--- src/design/mte_pkg.sv ---
// ----------------------------------------------------------------------------
// mte_pkg
// Shared types and constants of the multi-tap echo block.
// ----------------------------------------------------------------------------
`default_nettype none

package mte_pkg;

  typedef logic signed [15:0] sample_t;

  // configuration port
  localparam int CFG_IDX_W  = 2;
  localparam int CFG_DATA_W = 16;

  localparam logic [CFG_IDX_W-1:0] REG_NUM_CHANNELS = 2'd0;
  localparam logic [CFG_IDX_W-1:0] REG_BASE_DELAY   = 2'd1;
  localparam logic [CFG_IDX_W-1:0] REG_NUM_ECHOES   = 2'd2;
  localparam logic [CFG_IDX_W-1:0] REG_DECAY_GAIN   = 2'd3;

  localparam logic [1:0]  RST_NUM_CHANNELS = 2'd1;
  localparam logic [12:0] RST_BASE_DELAY   = 13'd1024;
  localparam logic [3:0]  RST_NUM_ECHOES   = 4'd3;
  localparam logic [14:0] RST_DECAY_GAIN   = 15'd16384;

  // decay limits in Q0.15 (0.1 and 0.9)
  localparam logic [14:0] DECAY_MIN = 15'd3277;
  localparam logic [14:0] DECAY_MAX = 15'd29491;

  // one half in Q0.15, added before dropping 15 fraction bits: round half up
  localparam logic [14:0] ROUND_HALF = 15'd16384;

  // accumulator: dry * 2^15 plus up to fifteen weighted taps (four-bit echo count)
  localparam int ACC_W = 40;
  localparam int RES_W = ACC_W - 15;

  localparam sample_t SAMPLE_MAX = 16'sh7fff;
  localparam sample_t SAMPLE_MIN = -16'sh8000;

  typedef struct packed {
    logic start;   // load first echo distance
    logic rd_en;   // read one tap and step the distance
    logic wr_en;   // store the dry word and advance the write position
  } ring_ctl_t;

  typedef struct packed {
    logic start;   // load dry sample and first weight
    logic step;    // one tap read issued this cycle
  } mac_ctl_t;

endpackage

`default_nettype wire

--- src/design/mte_mac.sv ---
// ----------------------------------------------------------------------------
// mte_mac
// Tap weighting and accumulation: decay powers by repeated Q0.15 products,
// one weighted tap per cycle, then round half up and saturate.
// ----------------------------------------------------------------------------
`default_nettype none

module mte_mac import mte_pkg::*; (
  input  wire logic        clk_i,
  input  wire logic        rst_ni,
  input  wire mac_ctl_t    ctl_i,
  input  wire sample_t     dry_i,
  input  wire logic [14:0] decay_i,
  input  wire sample_t     rdata_i,
  output logic             busy_o,
  output sample_t          sample_o,
  output logic             clip_o
);

  logic [14:0]              w_q;
  logic [14:0]              w_s1_q;
  logic                     s1_vld_q;
  logic                     s2_vld_q;
  logic signed [31:0]       prod_q;
  logic signed [ACC_W-1:0]  acc_q;

  logic [29:0]              wprod;
  logic [30:0]              wsum;
  logic signed [31:0]       prod_d;
  logic signed [ACC_W-1:0]  acc_r;
  logic signed [RES_W-1:0]  res;

  always_comb begin
    wprod  = w_q * decay_i;
    wsum   = {1'b0, wprod} + 31'(ROUND_HALF);
    prod_d = $signed(rdata_i) * $signed({1'b0, w_s1_q});
  end

  always_ff @(posedge clk_i) begin
    if (ctl_i.start) begin
      w_q   <= decay_i;
      acc_q <= {{(ACC_W-31){dry_i[15]}}, dry_i, 15'd0};
    end else begin
      if (ctl_i.step) begin
        w_q <= wsum[29:15];
      end
      if (s2_vld_q) begin
        acc_q <= acc_q + ACC_W'(prod_q);
      end
    end
    if (ctl_i.step) begin
      w_s1_q <= w_q;
    end
    if (s1_vld_q) begin
      prod_q <= prod_d;
    end
  end

  always_ff @(posedge clk_i or negedge rst_ni) begin
    if (!rst_ni) begin
      s1_vld_q <= 1'b0;
      s2_vld_q <= 1'b0;
    end else begin
      s1_vld_q <= ctl_i.step;
      s2_vld_q <= s1_vld_q;
    end
  end

  assign busy_o = s1_vld_q | s2_vld_q;

  always_comb begin
    acc_r = acc_q + ACC_W'(ROUND_HALF);
    res   = acc_r[ACC_W-1:15];
    if (res > RES_W'(SAMPLE_MAX)) begin
      sample_o = SAMPLE_MAX;
      clip_o   = 1'b1;
    end else if (res < RES_W'(SAMPLE_MIN)) begin
      sample_o = SAMPLE_MIN;
      clip_o   = 1'b1;
    end else begin
      sample_o = res[15:0];
      clip_o   = 1'b0;
    end
  end

endmodule

`default_nettype wire
--- config.mk ---
export PLATFORM = sky130hd
export DESIGN_NAME = mte_mac
export DESIGN_NICKNAME = d
export VERILOG_FILES = /design/src/design/mte_pkg.sv /design/src/design/mte_mac.sv
export SDC_FILE = /design/constraint.sdc
export NUM_CORES = 1
export LEC_CHECK = 0
export BUFFER_PORTS_ARGS = -buffer_cell sky130_fd_sc_hd__buf_2
export CAP_MARGIN = 30
export CORE_MARGIN = 2
export CORE_UTILIZATION = 40
export DETAILED_ROUTE_END_ITERATION = 16
export GPL_TIMING_DRIVEN = 0
export PLACE_DENSITY = 0.53
export RECOVER_POWER = 50
export SETUP_SLACK_MARGIN = 0.02
export SLEW_MARGIN = 20
export SYNTH_ARGS = -nofsm -noshare
export SYNTH_HDL_FRONTEND = slang
export SYNTH_SLANG_ARGS = --single-unit
export TNS_END_PERCENT = 10
--- constraint.sdc ---
create_clock -name clk_i -period 15.1 [get_ports clk_i]
set_clock_uncertainty 0.15 [all_clocks]
set_input_delay 0.755 -clock clk_i [delete_from_list [all_inputs] [get_ports clk_i]]
set_output_delay 0.755 -clock clk_i [all_outputs]
set_load 0.01 [all_outputs]
# After elaboration in Yosys (flattened, before gate mapping)
# Index checks and enable logic that the tools add are counted.
[word_totals]
register_bits = 104
out_inout_bits = 18
[classes]
addsub = 3
mul = 2
order_cmp = 2
mux = 8
n_bitwise = 1
reduce_logical = 2
[ops]
columns = ["cell", "n"]
rows = [
  ["2-to-1 mux 40 bit", 2],
  ["adder 40 x 15 -> 40 bit, second input constant", 1],
  ["adder 40 x 32 -> 40 bit", 1],
  ["multiplier 16 x 16 -> 32 bit", 1],
  ["2-to-1 mux 16 bit", 2],
  ["adder 30 x 15 -> 30 bit, second input constant", 1],
  ["multiplier 15 x 15 -> 30 bit", 1],
  ["2-to-1 mux 15 bit", 2],
  ["> comparator 25 x 16 -> 1 bit, second input constant", 1],
  ["less-than comparator 25 x 16 -> 1 bit, second input constant", 1],
  ["nonzero test 2 bit", 2],
  ["2-to-1 mux 1 bit", 2],
  ["OR 1 bit", 1],
]

# Logic depth before layout (Yosys ltp)
[logic_depth]
ltp_word = 4
depth_mapped = 25

# Least setup slack after synthesis
# No wires, ideal clock.
[synth_timing]
path_kind = "input-to-reg"
start = "input port decay_i[11]"
end = "register w_q[14], data pin"
setup_time_ps = 264
arrival_time_ps = 6570
slack_ps = 8116
path_stages = 22
n_path_buf = 1
path_cell_list = "clkbuf_1 > nand2_1 > fa_1 > inv_1 > fa_1 > fa_1 > fa_1 > fa_1 > inv_1 > fa_1 > inv_1 > ha_1 > a211oi_2 > nand2_1 > nor4_1 > a21oi_1 > a221o_1 > a21oi_4 > o21ai_2 > a211oi_2 > nor4b_1 > nor4_1"
[synth_via]
elab_chain_cells = 4
[synth_rtl]
columns = ["item", "line", "rtl"]
rows = [
  ["start: declaration", "mte_mac.sv:13", "input wire logic [14:0] decay_i,"],
  ["multiplier 15 x 15 -> 30 bit", "mte_mac.sv:34", "wprod = w_q * decay_i;"],
  ["adder 30 x 15 -> 30 bit", "mte_mac.sv:35", "wsum = {1'b0, wprod} + 31'(ROUND_HALF);"],
  ["2-to-1 mux 15 bit", "mte_mac.sv:44", "if (ctl_i.step) begin"],
  ["2-to-1 mux 15 bit", "mte_mac.sv:40", "if (ctl_i.start) begin"],
  ["end signal: assignment", "mte_mac.sv:41", "w_q <= decay_i;"],
  ["end signal: assignment", "mte_mac.sv:45", "w_q <= wsum[29:15];"],
  ["end: declaration", "mte_mac.sv:20", "logic [14:0] w_q;"],
]
# Every way passes these cells. The select of a mux whose other input is x is not followed.
# A chain may end at the register's enable or synchronous reset.

# Worst setup path after layout
[layout_timing]
start = "register w_s1_q[2]"
end = "register prod_q[31], data pin"
[layout_via]
elab_chain_cells = 1
[layout_rtl]
columns = ["item", "line", "rtl"]
rows = [
  ["start: declaration", "mte_mac.sv:21", "logic [14:0] w_s1_q;"],
  ["start signal: assignment", "mte_mac.sv:52", "w_s1_q <= w_q;"],
  ["multiplier 16 x 16 -> 32 bit", "mte_mac.sv:36", "prod_d = $signed(rdata_i) * $signed({1'b0, w_s1_q});"],
  ["via prod_d[31]", "mte_mac.sv:29", "logic signed [31:0] prod_d;"],
  ["end signal: assignment", "mte_mac.sv:55", "prod_q <= prod_d;"],
  ["end: declaration", "mte_mac.sv:24", "logic signed [31:0] prod_q;"],
]
# The timed path passes the listed nets, and every way through them passes these cells.

==> impl_metrics.ini <==
[floorplanning]
ios = 69
rows = 86
die-area_um2 = 58100
start_util = 0.407
core-area_um2 = 55300
die_width_um = 241
die_h_um = 241

[grt]
grt_overflow_total = 0
grt_use_met3 = 0.0413
grt_max_degree = 35
use_met1 = 0.271
grt-busiest-layer = met2
grt_antenna_before_repair = 2
grt_pass1_wl_um = 97200
grt_use_total = 0.221
use_met2 = 0.394
grt_pass1_vias = 17500

[clocking]
cts_tree = built
root_buffer = clkbuf_16
cts_buffers = 9
path_clk_slew_ns = 0.09
clockBufferDepth = 2
cts_setup_buffers = 0
clkLatencyLatePin_ns = 0.39
clock_sinks = 104
cts-htree-levels = 3

[cells_and_area]
antennaDiodeCount = 0
area_growth_pct = 7.07
nNetsFinal = 3218
layout-drive-gt1-share = 0.0359
fillers = 5516

[timing]
fin_crit_ns = 8.21
fmax_ghz = 0.122
slew_headroom = 0.136
finalHoldViolCount = 0
rsz0062_at_grt = false
slew_violations = 0
worstMarginPinSlew_ns = 1.30
fin_crit_sh = 0.544
tns_ns = 0
setup_viol = 0

[worst_setup_path]
cpMostUsedCell = fa_1
worst_setup_path_start_kind = register
arrival_ns = 8.17
cp_cell_sequence = clkbuf_1, nand2_1, fa_1, fa_1, inv_1, fa_1, fa_1, fa_1, inv_1, fa_1, inv_1, ha_1, a21o_1, a21oi_1, nand2_1, a2111oi_0, o31ai_1, a21oi_1, xor2_1
path_delay_family = adder cells
cp.required_ns = 15.06
cp_slowest_cell = a2111oi_0
crit_type = register to register
worst_setup_path_end_kind = register
critPathMaxFanout = 10
cp_num_buf_inv = 4
max_stage_delay_ns = 0.79
rrSetupSlack_ns = 6.89

[placement]
dp_hpwl_um = 50600
io_buffers = 68
place.gp.congestion = 0.897

[synthesis]
syn_avg_cell_area_um2 = 9.18
synth.distinct_cells = 64
synth.top_cell.area_share = 0.369
yosys-top-cells-area = fa_1, ha_1, edfxtp_1, inv_1, and2_1
synthArstFlopShare = 0.0192
yosysWarnings = 0
yosysTopAreaCell = fa_1
seq_area_frac_synth = 0.132
ys_ff_latch = 104
netlist_area_um2 = 22500
synth_edf_count = 87
synth_cells = 2448
synth_ff_type = edfxtp_1
syn_nets = 3137

[drt]
num_vias = 16600
wl_um = 60700
drt_first_pass_iters = 7
routedWlPerCell_um = 18.5
drtIter0Drc = 839
vias_per_cell = 5.06
ant_nets = 0
drc = 0

[run]
maxCapViolCount = 0

[min_path]
hold_class = register to register

[outcome]
outcome = finished, final reports clean
-- synthesized netlist by cell type (9+ instances only) --
library cell  number
inv_1            516
fa_1             414
nand2_1          345
ha_1             224
and2_1           208
edfxtp_1          87
o21ai_0           83
clkbuf_1          81
a21oi_1           74
nor2_1            61
xnor2_1           55
xor2_1            42
a21o_1            36
nand3_1           26
dfxtp_1           15
nand4_1           15
nand2b_1          12
o21a_1            12
o21bai_1          12
and3_1            11
nor2b_1           10
a211oi_1           9
nor3_1             9
-- registers in the layout (all words and copies together), names as in the netlist --
name	flops
w_s1_q	15
prod_q	32
s2_vld_q	1
w_q	15
acc_q	40
s1_vld_q	1
-- worst min-delay path, cell delays in order, from the launching register on --
cell,delay (ns)
dfxtp_1,0.33
nand2_1,0.06
a21oi_1,0.05
-- cell usage in the layout, fill, tap and decap left out, types with 3 or more instances in the layout --
master | netlist | final
o21a_1 | 12 | 12
nor2_1 | 61 | 61
a41oi_1 | 3 | 3
and4_1 | 4 | 4
a31oi_1 | 7 | 7
o21bai_1 | 12 | 12
nand2b_1 | 12 | 12
o211ai_1 | 4 | 4
mux2i_1 | 5 | 5
xor2_1 | 42 | 42
a21oi_1 | 74 | 74
o21ai_0 | 83 | 83
o31a_1 | 3 | 3
o31ai_1 | 7 | 7
nor2b_1 | 10 | 10
and2_1 | 208 | 206
nor4_1 | 5 | 5
nand3b_1 | 4 | 4
nand3_1 | 26 | 26
inv_1 | 516 | 516
nand4b_1 | 4 | 4
a221oi_1 | 3 | 3
nand2_1 | 345 | 345
xnor2_1 | 55 | 55
clkbuf_1 | 81 | 87
ha_1 | 224 | 224
clkbuf_16 | 0 | 9
a21o_1 | 36 | 36
fa_1 | 414 | 414
nor3_1 | 9 | 9
and3_1 | 11 | 11
a211oi_1 | 9 | 9
dfxtp_1 | 15 | 15
buf_2 | 2 | 65
edfxtp_1 | 87 | 87
nand4_1 | 15 | 15
-- per-stage QoR --
stage / instance area [um2] / util / hold WS [ns] / cells / setup WS [ns]
floorplan: 22500 / - / 0.279 / 2448 / 8.12
global placement: 23800 / 0.430 / 0.300 / 3264 / 6.62
detailed placement: 23800 / 0.430 / 0.314 / 3265 / 6.59
CTS: 24100 / 0.436 / 0.330 / 3282 / 6.87
global route: 24100 / 0.435 / 0.365 / 3282 / 6.50
finish: 24100 / 0.435 / 0.326 / 3282 / 6.89
-- kinds of logic (layout without fill, tap and decap cells) --
kind of cell	count (synthesis)	count (layout)	share of synthesized area
AOI/OAI and AO/OA	279	279	0.0778
xor gates and xnor gates	97	97	0.0378
adders and majority gates	638	638	0.493
buffers and inverters	599	685	0.100
DFF	104	104	0.132
muxes	6	6	0.00273
and+or+nand+nor	725	725	0.156
-- path summary, 6_finish.rpt --
kind                       depth (start not counted)         end       from
setup / recovery                                  19  prod_q[31]  w_s1_q[2]
hold / removal                                     2    acc_q[4]   acc_q[4]
setup reg to reg                                  19  prod_q[31]  w_s1_q[2]
hold reg to reg                                    2    acc_q[4]   acc_q[4]
max in group asynchronous                          2    s2_vld_q     rst_ni
min in group asynchronous                          2    s1_vld_q     rst_ni
-- what timing repair did --
item	in CTS	in global routing
gates resized for setup	0	0
endpoints found under the hold margin	2	0
hold buffers	1	0
-- final cells by class --
| class | count | area [um2] | area share |
|---|---|---|---|
| clock inverters | 7 | 81.3 | 0.00338 |
| plain buffers | 83 | 314 | 0.0130 |
| well taps | 748 | 936 | 0.0389 |
| clock buffers | 9 | 225 | 0.00936 |
| flip-flops and latches | 104 | 2960 | 0.123 |
| multi-input cells | 1745 | 17300 | 0.717 |
| repair buffers | 70 | 348 | 0.0144 |
| inverters | 516 | 1940 | 0.0805 |
-- layer usage --
layer | vias to the layer above | routed length [um]
li1 | 7752 | -
met1 | 8392 | 24700
met2 | 373 | 30900
met3 | 84 | 2990
met4 | 4 | 2040
met5 | - | 21
Power is not shown: default switching activity piles up to over one toggle a cycle in this logic, so the estimate is an artifact.
